**src/rtl/encoder_count_extender_macros.svh**
```systemverilog
// Assertion macros for the encoder count extender.
// Used inside modules that have clk and active-low rst_n in scope.
`ifndef ENCODER_COUNT_EXTENDER_MACROS_SVH
`define ENCODER_COUNT_EXTENDER_MACROS_SVH

// Same-cycle implication.
`define ECE_ASSERT_NOW(label, ante, cons, msg) \
    label: assert property (@(posedge clk) disable iff (!rst_n) (ante) |-> (cons)) \
        else $error(msg);

// Next-cycle implication.
`define ECE_ASSERT_NEXT(label, ante, cons, msg) \
    label: assert property (@(posedge clk) disable iff (!rst_n) (ante) |=> (cons)) \
        else $error(msg);

`endif

```
**src/rtl/ece_pkg.sv**
```systemverilog
// Shared constants, codes and helpers for the encoder count extender.
// No dependencies.
`timescale 1ns / 1ps

package ece_pkg;

    localparam int CFG_INDEX_W = 8;

    localparam logic [CFG_INDEX_W-1:0] CFG_COUNTS_PER_REV = 8'd0;
    localparam logic [CFG_INDEX_W-1:0] CFG_READING_OFFSET = 8'd1;

    localparam logic [15:0] CPR_RESET = 16'd4000;

    localparam logic MODE_READ = 1'b0;
    localparam logic MODE_SET  = 1'b1;

    localparam int STEP_COUNT = 16;
    localparam int STEP_W     = $clog2(STEP_COUNT);

    // Position bits for a rotary count: smallest P in 9..16 with 2^P >= cpr.
    function automatic logic [4:0] pos_bits(input logic [15:0] cpr);
        logic [4:0] pb;
        begin
            if (cpr == 16'd0)
                pb = 5'd16;
            else if (cpr <= 16'd512)
                pb = 5'd9;
            else if (cpr <= 16'd1024)
                pb = 5'd10;
            else if (cpr <= 16'd2048)
                pb = 5'd11;
            else if (cpr <= 16'd4096)
                pb = 5'd12;
            else if (cpr <= 16'd8192)
                pb = 5'd13;
            else if (cpr <= 16'd16384)
                pb = 5'd14;
            else if (cpr <= 16'd32768)
                pb = 5'd15;
            else
                pb = 5'd16;
            return pb;
        end
    endfunction

endpackage

```
**src/rtl/encoder_count_extender.sv**
```systemverilog
// Quadrature count extender: 16-bit hardware count to 32-bit position.
// Depends on ece_pkg and encoder_count_extender_macros.svh.
`timescale 1ns / 1ps

// One word at a time through a shared 32-bit adder under a small sequencer.
// A rotary read goes from accept through wrap check, setup, 16 shift-add
// steps for turns * counts_per_rev and output; a linear read goes through
// wrap check, setup and output. A rotary set runs 16 restoring divide steps of
// the angle by counts_per_rev, a quotient add and output; a linear set goes
// straight to output. Both loops run on the shared adder. s_tready
// is high only while no word is being worked on; a finished result sits in
// the output register, so the next word can be taken while it waits.
// Configuration writes are always accepted and belong to idle periods.

`include "encoder_count_extender_macros.svh"

module encoder_count_extender
    import ece_pkg::*;
(
    input  logic                   clk,
    input  logic                   rst_n,
    // input words
    input  logic                   s_tvalid,
    output logic                   s_tready,
    input  logic [63:0]            s_tdata,   // raw_count[15:0], set_turns[47:16], set_angle[63:48]
    input  logic [0:0]             s_tuser,   // mode
    // result words
    output logic                   m_tvalid,
    input  logic                   m_tready,
    output logic [95:0]            m_tdata,   // turns[31:0], angle[47:32], reading[79:48],
                                              // load_count[95:80]
    // register writes
    input  logic                   cfg_valid,
    output logic                   cfg_ready,
    input  logic [CFG_INDEX_W-1:0] cfg_index,
    input  logic [31:0]            cfg_data
);

    typedef enum logic [2:0] {
        ST_IDLE,
        ST_WRAP,
        ST_PREP,
        ST_MUL,
        ST_DIV,
        ST_ADDQ,
        ST_FIN
    } state_t;

    state_t              state_reg;
    logic [15:0]         cpr_reg;
    logic [31:0]         offset_reg;
    logic [15:0]         prev_reg;
    logic [31:0]         hp_reg;

    logic                mode_reg;
    logic [15:0]         cnt_reg;
    logic [31:0]         acc_reg;
    logic [31:0]         aux_reg;
    logic [15:0]         sh_reg;
    logic [STEP_W-1:0]   step_reg;
    logic [31:0]         turns_reg;
    logic [15:0]         angle_reg;

    logic                m_tvalid_reg;
    logic [31:0]         out_turns_reg;
    logic [15:0]         out_angle_reg;
    logic [31:0]         out_reading_reg;
    logic [15:0]         out_load_reg;

    logic                in_fire;
    logic                out_free;
    logic                linear;
    logic [4:0]          pb;
    logic [2:0]          up_shift;
    logic [15:0]         mask;

    logic [31:0]         add_a;
    logic [31:0]         add_b;
    logic                add_cin;
    logic [31:0]         add_sum;

    logic [31:0]         hp_wrap_next;
    logic [15:0]         half;
    logic [31:0]         turns_next;
    logic [15:0]         angle_next;
    logic [31:0]         rem_trial;
    logic                div_neg;
    logic [15:0]         load_next;
    logic [31:0]         hp_set_next;

    assign in_fire   = s_tvalid && s_tready;
    assign s_tready  = (state_reg == ST_IDLE);
    assign cfg_ready = 1'b1;
    assign out_free  = !m_tvalid_reg || m_tready;

    assign linear   = (cpr_reg == 16'd0);
    assign pb       = pos_bits(cpr_reg);
    assign up_shift = 3'(5'd16 - pb);
    assign mask     = (pb >= 5'd16) ? 16'hFFFF : 16'((17'd1 << pb) - 17'd1);
    assign half     = cpr_reg >> 1;

    // wrap detection on the new sample
    always_comb
    begin
        hp_wrap_next = hp_reg;
        if (linear || pb <= 5'd14)
        begin
            if (cnt_reg[15:14] == 2'b11 && prev_reg[15:14] == 2'b00)
                hp_wrap_next = hp_reg - 32'd1;
            else if (cnt_reg[15:14] == 2'b00 && prev_reg[15:14] == 2'b11)
                hp_wrap_next = hp_reg + 32'd1;
        end
        else if (pb == 5'd15)
        begin
            // half-revolution rule for a 15-bit rotary count
            if (cnt_reg[15] && !prev_reg[15])
            begin
                if ({1'b0, cnt_reg[14:0]} >= half && {1'b0, prev_reg[14:0]} < half)
                    hp_wrap_next = hp_reg - 32'd1;
            end
            else if (!cnt_reg[15] && prev_reg[15])
            begin
                if ({1'b0, cnt_reg[14:0]} < half && {1'b0, prev_reg[14:0]} >= half)
                    hp_wrap_next = hp_reg + 32'd1;
            end
        end
    end

    always_comb
    begin
        if (linear)
        begin
            turns_next = {hp_reg[15:0], cnt_reg};
            angle_next = 16'd0;
        end
        else
        begin
            turns_next = (32'(cnt_reg) >> pb) | (hp_reg << up_shift);
            angle_next = cnt_reg & mask;
        end
    end

    assign rem_trial = {15'd0, acc_reg[15:0], sh_reg[15]};

    // shared adder operand selection
    always_comb
    begin
        add_a   = acc_reg;
        add_b   = aux_reg;
        add_cin = 1'b0;
        unique case (state_reg)
            ST_PREP:
            begin
                add_a = offset_reg;
                add_b = linear ? turns_next : {16'd0, angle_next};
            end
            ST_DIV:
            begin
                add_a   = rem_trial;
                add_b   = ~{16'd0, cpr_reg};
                add_cin = 1'b1;
            end
            ST_ADDQ:
            begin
                add_a = aux_reg;
                add_b = {16'd0, sh_reg};
            end
            default:
            begin
                add_a   = acc_reg;
                add_b   = aux_reg;
                add_cin = 1'b0;
            end
        endcase
    end

    assign add_sum = add_a + add_b + {31'd0, add_cin};
    assign div_neg = add_sum[31];

    // set mode: split the normalized turns into counter and extension
    always_comb
    begin
        if (linear)
        begin
            load_next   = aux_reg[15:0];
            hp_set_next = aux_reg >> 16;
        end
        else
        begin
            load_next   = (acc_reg[15:0] & mask) | 16'(aux_reg << pb);
            hp_set_next = aux_reg >> up_shift;
        end
    end

    always_ff @(posedge clk or negedge rst_n)
    begin
        if (!rst_n)
        begin
            state_reg       <= ST_IDLE;
            cpr_reg         <= CPR_RESET;
            offset_reg      <= 32'd0;
            prev_reg        <= 16'd0;
            hp_reg          <= 32'd0;
            m_tvalid_reg    <= 1'b0;
            step_reg        <= '0;
            mode_reg        <= MODE_READ;
            cnt_reg         <= 16'd0;
            acc_reg         <= 32'd0;
            aux_reg         <= 32'd0;
            sh_reg          <= 16'd0;
            turns_reg       <= 32'd0;
            angle_reg       <= 16'd0;
            out_turns_reg   <= 32'd0;
            out_angle_reg   <= 16'd0;
            out_reading_reg <= 32'd0;
            out_load_reg    <= 16'd0;
        end
        else
        begin
            if (cfg_valid)
            begin
                if (cfg_index == CFG_COUNTS_PER_REV)
                    cpr_reg <= cfg_data[15:0];
                else if (cfg_index == CFG_READING_OFFSET)
                    offset_reg <= cfg_data;
            end

            // a finishing word reloads the output register itself
            if (m_tvalid_reg && m_tready && state_reg != ST_FIN)
                m_tvalid_reg <= 1'b0;

            unique case (state_reg)
                ST_IDLE:
                begin
                    if (in_fire)
                    begin
                        mode_reg <= s_tuser[0];
                        cnt_reg  <= s_tdata[15:0];
                        aux_reg  <= s_tdata[47:16];
                        sh_reg   <= s_tdata[63:48];
                        acc_reg  <= 32'd0;
                        step_reg <= '0;
                        if (s_tuser[0] == MODE_READ)
                            state_reg <= ST_WRAP;
                        else if (cpr_reg == 16'd0)
                            state_reg <= ST_FIN;
                        else
                            state_reg <= ST_DIV;
                    end
                end
                ST_WRAP:
                begin
                    hp_reg    <= hp_wrap_next;
                    prev_reg  <= cnt_reg;
                    state_reg <= ST_PREP;
                end
                ST_PREP:
                begin
                    turns_reg <= turns_next;
                    angle_reg <= angle_next;
                    acc_reg   <= add_sum;
                    aux_reg   <= turns_next;
                    sh_reg    <= cpr_reg;
                    step_reg  <= '0;
                    state_reg <= linear ? ST_FIN : ST_MUL;
                end
                ST_MUL:
                begin
                    if (sh_reg[0])
                        acc_reg <= add_sum;
                    aux_reg  <= aux_reg << 1;
                    sh_reg   <= sh_reg >> 1;
                    step_reg <= step_reg + 1'b1;
                    if (step_reg == STEP_W'(STEP_COUNT - 1))
                        state_reg <= ST_FIN;
                end
                ST_DIV:
                begin
                    acc_reg  <= div_neg ? rem_trial : add_sum;
                    sh_reg   <= {sh_reg[14:0], !div_neg};
                    step_reg <= step_reg + 1'b1;
                    if (step_reg == STEP_W'(STEP_COUNT - 1))
                        state_reg <= ST_ADDQ;
                end
                ST_ADDQ:
                begin
                    aux_reg   <= add_sum;
                    state_reg <= ST_FIN;
                end
                ST_FIN:
                begin
                    if (out_free)
                    begin
                        m_tvalid_reg <= 1'b1;
                        state_reg    <= ST_IDLE;
                        if (mode_reg == MODE_READ)
                        begin
                            out_turns_reg   <= turns_reg;
                            out_angle_reg   <= angle_reg;
                            out_reading_reg <= acc_reg;
                            out_load_reg    <= cnt_reg;
                        end
                        else
                        begin
                            out_turns_reg   <= 32'd0;
                            out_angle_reg   <= 16'd0;
                            out_reading_reg <= 32'd0;
                            out_load_reg    <= load_next;
                            hp_reg          <= hp_set_next;
                            prev_reg        <= load_next;
                        end
                    end
                end
                default:
                begin
                    state_reg <= ST_IDLE;
                end
            endcase
        end
    end

    assign m_tvalid = m_tvalid_reg;
    assign m_tdata  = {out_load_reg, out_reading_reg, out_angle_reg, out_turns_reg};

    `ECE_ASSERT_NEXT(a_busy_after_accept, s_tvalid && s_tready, !s_tready, "ready after accept")
    `ECE_ASSERT_NOW(a_result_from_fin, $rose(m_tvalid), $past(state_reg == ST_FIN), "stray result")
    `ECE_ASSERT_NOW(a_rem_below_cpr, state_reg == ST_DIV,
        (acc_reg[31:16] == 16'd0) && (acc_reg[15:0] < cpr_reg), "remainder not below cpr")
    `ECE_ASSERT_NOW(a_hp_update_point, !$stable(hp_reg),
        $past(state_reg == ST_WRAP) || $past(state_reg == ST_FIN), "extension changed off-step")

endmodule

```
**config.mk**
```make
export PLATFORM = sky130hd
export DESIGN_NAME = encoder_count_extender
export DESIGN_NICKNAME = d
export VERILOG_FILES = /design/src/rtl/ece_pkg.sv /design/src/rtl/encoder_count_extender.sv
export VERILOG_INCLUDE_DIRS = /design/src /design/src/rtl
export SDC_FILE = /design/constraint.sdc
export NUM_CORES = 1
export LEC_CHECK = 0
export ABC_AREA = 1
export BUFFER_PORTS_ARGS = -buffer_cell sky130_fd_sc_hd__buf_2
export CAP_MARGIN = 30
export CORE_MARGIN = 1.5
export CORE_UTILIZATION = 50
export DETAILED_ROUTE_END_ITERATION = 16
export PLACE_DENSITY_LB_ADDON = 0.2
export SYNTH_ARGS = -nofsm -noshare
export SYNTH_HDL_FRONTEND = slang
export SYNTH_SLANG_ARGS = --single-unit
```
**constraint.sdc**
```tcl
create_clock -name clk -period 12.6 [get_ports clk]
set_clock_uncertainty 0.2 [all_clocks]
set_input_delay 0.63 -clock clk [delete_from_list [all_inputs] [get_ports clk]]
set_output_delay 0.63 -clock clk [all_outputs]
set_load 0.02 [all_outputs]
```
After elaboration in Yosys (flattened, before gate mapping)
Cells that the tools add are included.
{"block": "word_totals", "reg_bits": 345, "latchBits": 0, "ram_bits": 0, "mem_bits_ro": 0, "in_bits": 110, "output_inout_bits": 99, "mem_count": 0}
{"block": "classes", "add_sub_neg": 7, "mul": 0, "div": 0, "n_lt_le_gt_ge": 13, "n_eq_ne": 23, "n_shift": 5, "muxes": 56, "n_bitwise": 6, "reduce_logical": 36}
{"cell": "32-bit two-way mux", "n": 18}
{"cell": "32-bit case mux with 4 select lines", "n": 2}
{"cell": "32-bit case mux with 3 select lines", "n": 2}
{"cell": "16-bit two-way mux", "n": 8}
{"cell": "16-bit case mux with 4 select lines", "n": 1}
{"cell": "32-bit case mux with 2 select lines", "n": 1}
{"cell": "5-bit two-way mux", "n": 8}
{"cell": "32-bit by 1-bit adder with 32-bit output", "n": 1}
{"cell": "32-bit by 1-bit adder with 32-bit output, second input constant", "n": 1}
{"cell": "32-bit adder", "n": 1}
{"cell": "16-bit AND", "n": 2}
{"cell": "16-bit inverter with 32-bit output", "n": 1}
{"cell": "32-bit bitwise OR", "n": 1}
{"cell": "16-bit case mux with 2 select lines", "n": 1}
{"cell": "32-bit by 3-bit left shift with 32-bit output", "n": 1}
{"cell": "32-bit by 5-bit left shift with 16-bit output", "n": 1}
{"cell": "16-bit by 5-bit >> shifter with 32-bit output", "n": 1}
{"cell": "32-bit by 3-bit >> shifter with 32-bit output", "n": 1}
{"cell": "32-bit by 1-bit subtractor with 32-bit output, second input constant", "n": 1}
{"cell": "31-bit two-way mux", "n": 1}
{"cell": "15-bit >= comparator", "n": 2}
{"cell": "15-bit less-than comparator", "n": 2}
{"cell": "3-bit case mux with 7 select lines", "n": 1}
{"cell": "3-bit two-way mux", "n": 6}
{"cell": "other kinds (45)", "n": 81}

Depth between registers and ports, before layout
{"block": "depth", "word_depth": 20, "ltp_mapped": 40, "mapped_depth_nobuf": 37}

Worst setup path after synthesis
No wires, ideal clock.
{"block": "synth_path", "path_kind": "reg2reg", "startpoint": "register cpr_reg[5]", "endpoint": "register acc_reg[7]", "setup_ns": 0.117, "arrival_time_ns": 4.666, "slack_ns": 7.616, "stages_incl_launch_ff": 39, "n_path_buf": 4, "synth_period_minus_slack_ns": 4.984, "cell_sequence": "dfstp_2 -> nor2_1 -> nand2_1 -> nor2_4 -> a21oi_1 -> nand2_1 -> nand2_1 -> nand2_1 -> nand2_1 -> nand2_2 -> buf_6 -> buf_6 -> buf_6 -> ha_1 -> ha_1 -> nand2_2 -> nand2_2 -> nor2_4 -> (+3 left out) -> a22oi_1 -> ha_1 -> nand2_1 -> inv_1 -> a21oi_1 -> o21ai_0 -> inv_1 -> nand2_1 -> a31oi_1 -> inv_1 -> nand2_1 -> nand2_2 -> buf_2 -> or2_1 -> nand2_1 -> nand2_1 -> nand2_1 -> nand2_1"}
{"block": "synth_via", "elab_chain_len": 20, "word_cells_on_any_way": 35, "classes_between": "4 x add/sub; 8 x order compare; 3 x shift; 16 x mux; 3 x bitwise; 1 x reduce/logical"}
{"element": "start: declaration", "line_no": "encoder_count_extender.sv:50", "source": "logic [15:0] cpr_reg;"}
{"element": "start signal: assignment", "line_no": "encoder_count_extender.sv:223", "source": "cpr_reg <= cfg_data[15:0];"}
{"element": "16-bit <= comparator", "line_no": "ece_pkg.sv:38", "source": "else if (cpr <= 16'd32768)"}
{"element": "5-bit two-way mux", "line_no": "ece_pkg.sv:38"}
{"element": "5-bit two-way mux", "line_no": "ece_pkg.sv:36", "source": "else if (cpr <= 16'd16384)"}
{"element": "5-bit two-way mux", "line_no": "ece_pkg.sv:34", "source": "else if (cpr <= 16'd8192)"}
{"element": "5-bit two-way mux", "line_no": "ece_pkg.sv:32", "source": "else if (cpr <= 16'd4096)"}
{"element": "5-bit two-way mux", "line_no": "ece_pkg.sv:30", "source": "else if (cpr <= 16'd2048)"}
{"element": "5-bit two-way mux", "line_no": "ece_pkg.sv:28", "source": "else if (cpr <= 16'd1024)"}
{"element": "5-bit two-way mux", "line_no": "ece_pkg.sv:26", "source": "else if (cpr <= 16'd512)"}
{"element": "(+4 left out)"}
{"element": "16-bit AND", "line_no": "encoder_count_extender.sv:139", "source": "angle_next = cnt_reg & mask;"}
{"element": "16-bit two-way mux", "line_no": "encoder_count_extender.sv:131", "source": "if (linear)"}
{"element": "32-bit two-way mux", "line_no": "encoder_count_extender.sv:155", "source": "add_b = linear ? turns_next : {16'd0, angle_next};"}
{"element": "32-bit case mux with 3 select lines *", "line_no": "encoder_count_extender.sv:151", "source": "unique case (state_reg)"}
{"element": "32-bit adder *", "line_no": "encoder_count_extender.sv:177", "source": "assign add_sum = add_a + add_b + {31'd0, add_cin};"}
{"element": "32-bit by 1-bit adder with 32-bit output *", "line_no": "encoder_count_extender.sv:177"}
{"element": "31-bit two-way mux or 32-bit two-way mux (tied branches)", "line_no": "encoder_count_extender.sv:279, encoder_count_extender.sv:269"}
{"element": "32-bit case mux with 4 select lines *", "line_no": "encoder_count_extender.sv:232", "source": "unique case (state_reg)"}
{"element": "end signal: assignment", "line_no": "encoder_count_extender.sv:261", "source": "acc_reg <= add_sum;"}
{"element": "end signal: assignment", "line_no": "encoder_count_extender.sv:270", "source": "acc_reg <= add_sum;"}
{"element": "end signal: assignment", "line_no": "encoder_count_extender.sv:279", "source": "acc_reg <= div_neg ? rem_trial : add_sum;"}
{"element": "end: declaration", "line_no": "encoder_count_extender.sv:57", "source": "logic [31:0] acc_reg;"}
Mark *: on every way between the ends. The rest lies on a longest branch, timed or not. The select of a mux whose other input is x is not followed.
A chain may end at the register's enable or synchronous reset.

Worst setup path in the final report
{"block": "layout_path", "startpoint": "register cpr_reg[5]", "endpoint": "register acc_reg[25]"}
Same word-level chain as after synthesis.

==> flow_metrics.env <==
export IMPL_outcome="complete, no violations"
export IMPL_vias=26500
export IMPL_grt_max_degree=97
export IMPL_syn_inst=3531
export IMPL_pre_cts_ws_ns=5.06
export IMPL_synth_area_leader_cell="dfrtp_1"
export IMPL_cts_setup_buffers=0
export IMPL_timing_rr_end="acc_reg[25]"
export IMPL_synth_area_leaders="dfrtp_1 (34%), nand2_1 (15%), nand3_1 (6.9%)"
export IMPL_clkSinkCount=345
export IMPL_drive_above_1_share_pct=11.7
export IMPL_track_usage_pct=38.9
export IMPL_synth_cell_types=62
export IMPL_hold_buffers=1
export IMPL_cts_buffers=40
export IMPL_cts_tree="built"
export IMPL_cpMaxStageDelayCell="inv_1"
export IMPL_cts_resized=0
export IMPL_root_buffer="clkbuf_16"
export IMPL_clk_pin_slew_ns=0.06
export IMPL_synth_top_area_share_pct=34.4
export IMPL_critPathCaptureType="flop"
export IMPL_ys_async_sr_fraction_pct=100
export IMPL_hold_viol=0
export IMPL_vias_per_cell=6.14
export IMPL_clockBufferDepth=3
export IMPL_dpl_hpwl_um=73600
export IMPL_synth_seq_cells=345
export IMPL_place_gp_congestion=1.03
export IMPL_reg2reg_depth=35
export IMPL_remaining_drc_errors=0
export IMPL_die_area_mm2=0.0506
export IMPL_met1_usage_pct=57.2
export IMPL_detail_route_antenna_nets=0
export IMPL_min_from="s_tdata[3]"
export IMPL_syn_cell_area_mm2=0.0246
export IMPL_numPortBuffers=207
export IMPL_cp_arrival_ns=8.07
export IMPL_grt_pass1_wl_um=149000
export IMPL_area_delta_synth_final_pct=11.4
export IMPL_min_period_over_period_pct=61.7
export IMPL_wl_um=99200
export IMPL_finalWorstSetupSlack_ns=4.82
export IMPL_period_minus_slack_ns=7.78
export IMPL_htreeDepth=2
export IMPL_worstHoldPathType="in2reg"
export IMPL_synth_edf_count=0
export IMPL_min_to="cnt_reg[3]"
export IMPL_required_ns=12.90
export IMPL_cap_viol_max_count=0
export IMPL_grt_overflow=0
export IMPL_rsz0062_at_grt="false"
export IMPL_path_delay_family="simple AND/OR/NAND/NOR gates"
export IMPL_use_met2_pct=56.2
export IMPL_reg2reg_slack_ns=4.82
export IMPL_final_setup_tns_ns=0
export IMPL_postSynthAreaPerCell_um2=6.98
export IMPL_r2r_start="cpr_reg[5]"
export IMPL_core_mm2=0.0487
export IMPL_max_clock_freq_mhz=129
export IMPL_synth_flop_cell="dfrtp_1"
export IMPL_setup_viol=0
export IMPL_grt_busiest_layer="met1"
export IMPL_cp_common_cell="nand2_1"
export IMPL_initial_utilization_pct=50.5
export IMPL_insertion_delay_ns=0.59
export IMPL_die_w_um=225
export IMPL_rows=81
export IMPL_die_h_um=225
export IMPL_final_nets=3801
export IMPL_slew_violations=0
export IMPL_worst_path_buf_inv=9
export IMPL_ys_warn_count=0
export IMPL_globalRouteMet3Util_pct=9.32
export IMPL_dr_pass1_iters=6
export IMPL_critPathLaunchType="flop"
export IMPL_crit_fanout=62
export IMPL_whs_ns=0.0637
export IMPL_maxSlewHeadroom_pct=32.1
export IMPL_antenna_found_initial=3
export IMPL_ys_seq_area_share_pct=35.1
export IMPL_hold_depth=3
export IMPL_slowest_delay_ns=0.58
export IMPL_wl_per_cell_um=23.0
export IMPL_worst_slew_pin_slew_ns=1.01
export IMPL_num_io_pins=209
export IMPL_path_class="reg2reg"
export IMPL_grt_pass1_vias=24400
export IMPL_first_iter_violations=3457
per-stage QoR:
| step | util (%) | std cells | instance area, µm² |
|---|---|---|---|
| 3_5_place_dp | 53.4 | 4239 | 26000 |
| 5_1_grt | 56.3 | 4311 | 27400 |
| 2_1_floorplan | - | 3533 | 24600 |
| 6_report | 56.3 | 4312 | 27400 |
| 3_3_place_gp | 53.3 | 4236 | 26000 |
| 4_1_cts | 56.2 | 4310 | 27400 |
how the worst max path moves through the flow:
stage / start / slack, ns / endpoint / cells past startpoint
2_1_floorplan: cpr_reg[5] / 7.62 / acc_reg[7] / 38
3_3_place_gp: cpr_reg[5] / 5.31 / acc_reg[25] / 35
3_5_place_dp: cpr_reg[5] / 5.06 / acc_reg[25] / 35
4_1_cts: cpr_reg[5] / 5.06 / acc_reg[25] / 35
5_1_grt: cpr_reg[5] / 4.19 / acc_reg[25] / 35
6_report: cpr_reg[5] / 4.82 / acc_reg[25] / 35
layer usage:
metal  routed length (µm)  vias up
li1                     -    12200
met1                42400    12500
met2                41100     1632
met3                12400      218
met4                 3220        2
met5                    4        -
cells by family (layout without fill, tap and decap cells):
| group | count (synthesis) | after routing | share of synthesized area [%] |
|---|---|---|---|
| flip-flops | 345 | 345 | 35.1 |
| buffers and inverters | 580 | 694 | 9.38 |
| other | 1 | 4 | 0.0152 |
| AND/OR/NAND/NOR | 1650 | 1650 | 28.6 |
| XOR/XNOR | 51 | 51 | 1.81 |
| adder cells (fa/ha/maj) | 72 | 72 | 3.72 |
| multiplexers | 19 | 19 | 0.853 |
| AO/OA/AOI/OAI | 813 | 813 | 20.6 |
cell type report:
type / count / area (µm²)
Clock buffer: 55 / 1170
Tap cell: 664 / 831
Clock inverter: 15 / 184
Timing Repair Buffer: 256 / 1480
Sequential cell: 345 / 8640
Inverter: 368 / 1380
Antenna cell: 1 / 2.50
Multi-Input combinational cell: 2608 / 13700
Fill cell: 4806 / 21300
cells in the final DEF, fill, tap and decap left out, types with 6 or more instances in the layout:
cell and n:
buf_4 44, o211ai_1 93, dfrtp_1 339, inv_1 342
dfstp_2 6, or2_1 6, o22ai_1 46, inv_2 20
o31ai_1 83, nor2_1 190, buf_2 206, or2_0 7
nand3_1 339, a211oi_1 18, a21o_1 7, a31oi_1 15
nand3b_1 11, o21ai_0 218, nand2_1 953, a221oi_1 53
nor2_2 14, mux2_2 16, clkbuf_1 6, xnor2_1 11
ha_1 69, nor2_4 8, nor4_1 11, xor2_1 40
a22oi_1 25, nand4_1 46, or2_2 15, nor3_1 35
a21oi_1 161, nand2_2 7, clkbuf_8 7, clkbuf_16 42
o21ai_1 53
cells in the mapped netlist (7+ instances only):
library cell	number
a211oi_1	18
a21o_1	7
a21oi_1	162
a221oi_1	53
a22oi_1	25
a31oi_1	15
buf_1	29
buf_2	34
buf_6	10
clkbuf_1	135
dfrtp_1	339
ha_1	70
inv_1	343
inv_2	20
mux2_2	16
nand2_1	954
nand2_2	8
nand3_1	341
nand3b_1	11
nand4_1	46
nor2_1	194
nor2_2	12
nor3_1	35
nor4_1	11
o211ai_1	93
o21ai_0	218
o21ai_1	54
o22ai_1	46
o31ai_1	83
or2_0	7
or2_2	15
xnor2_1	11
xor2_1	40
worst reg2reg max path, delay by kind of cell, from the launching register on:
family	cells	cell delay [ns]
and+or+nand+nor	18	2.82
buffers and inverters	9	2.34
AOI/OAI and AO/OA	6	1.15
adders and majority gates	2	0.65
DFF	1	0.55
Power is left out: the tool's default activity adds up to more than one toggle a clock period on the data nets, which glitch-free logic cannot reach.
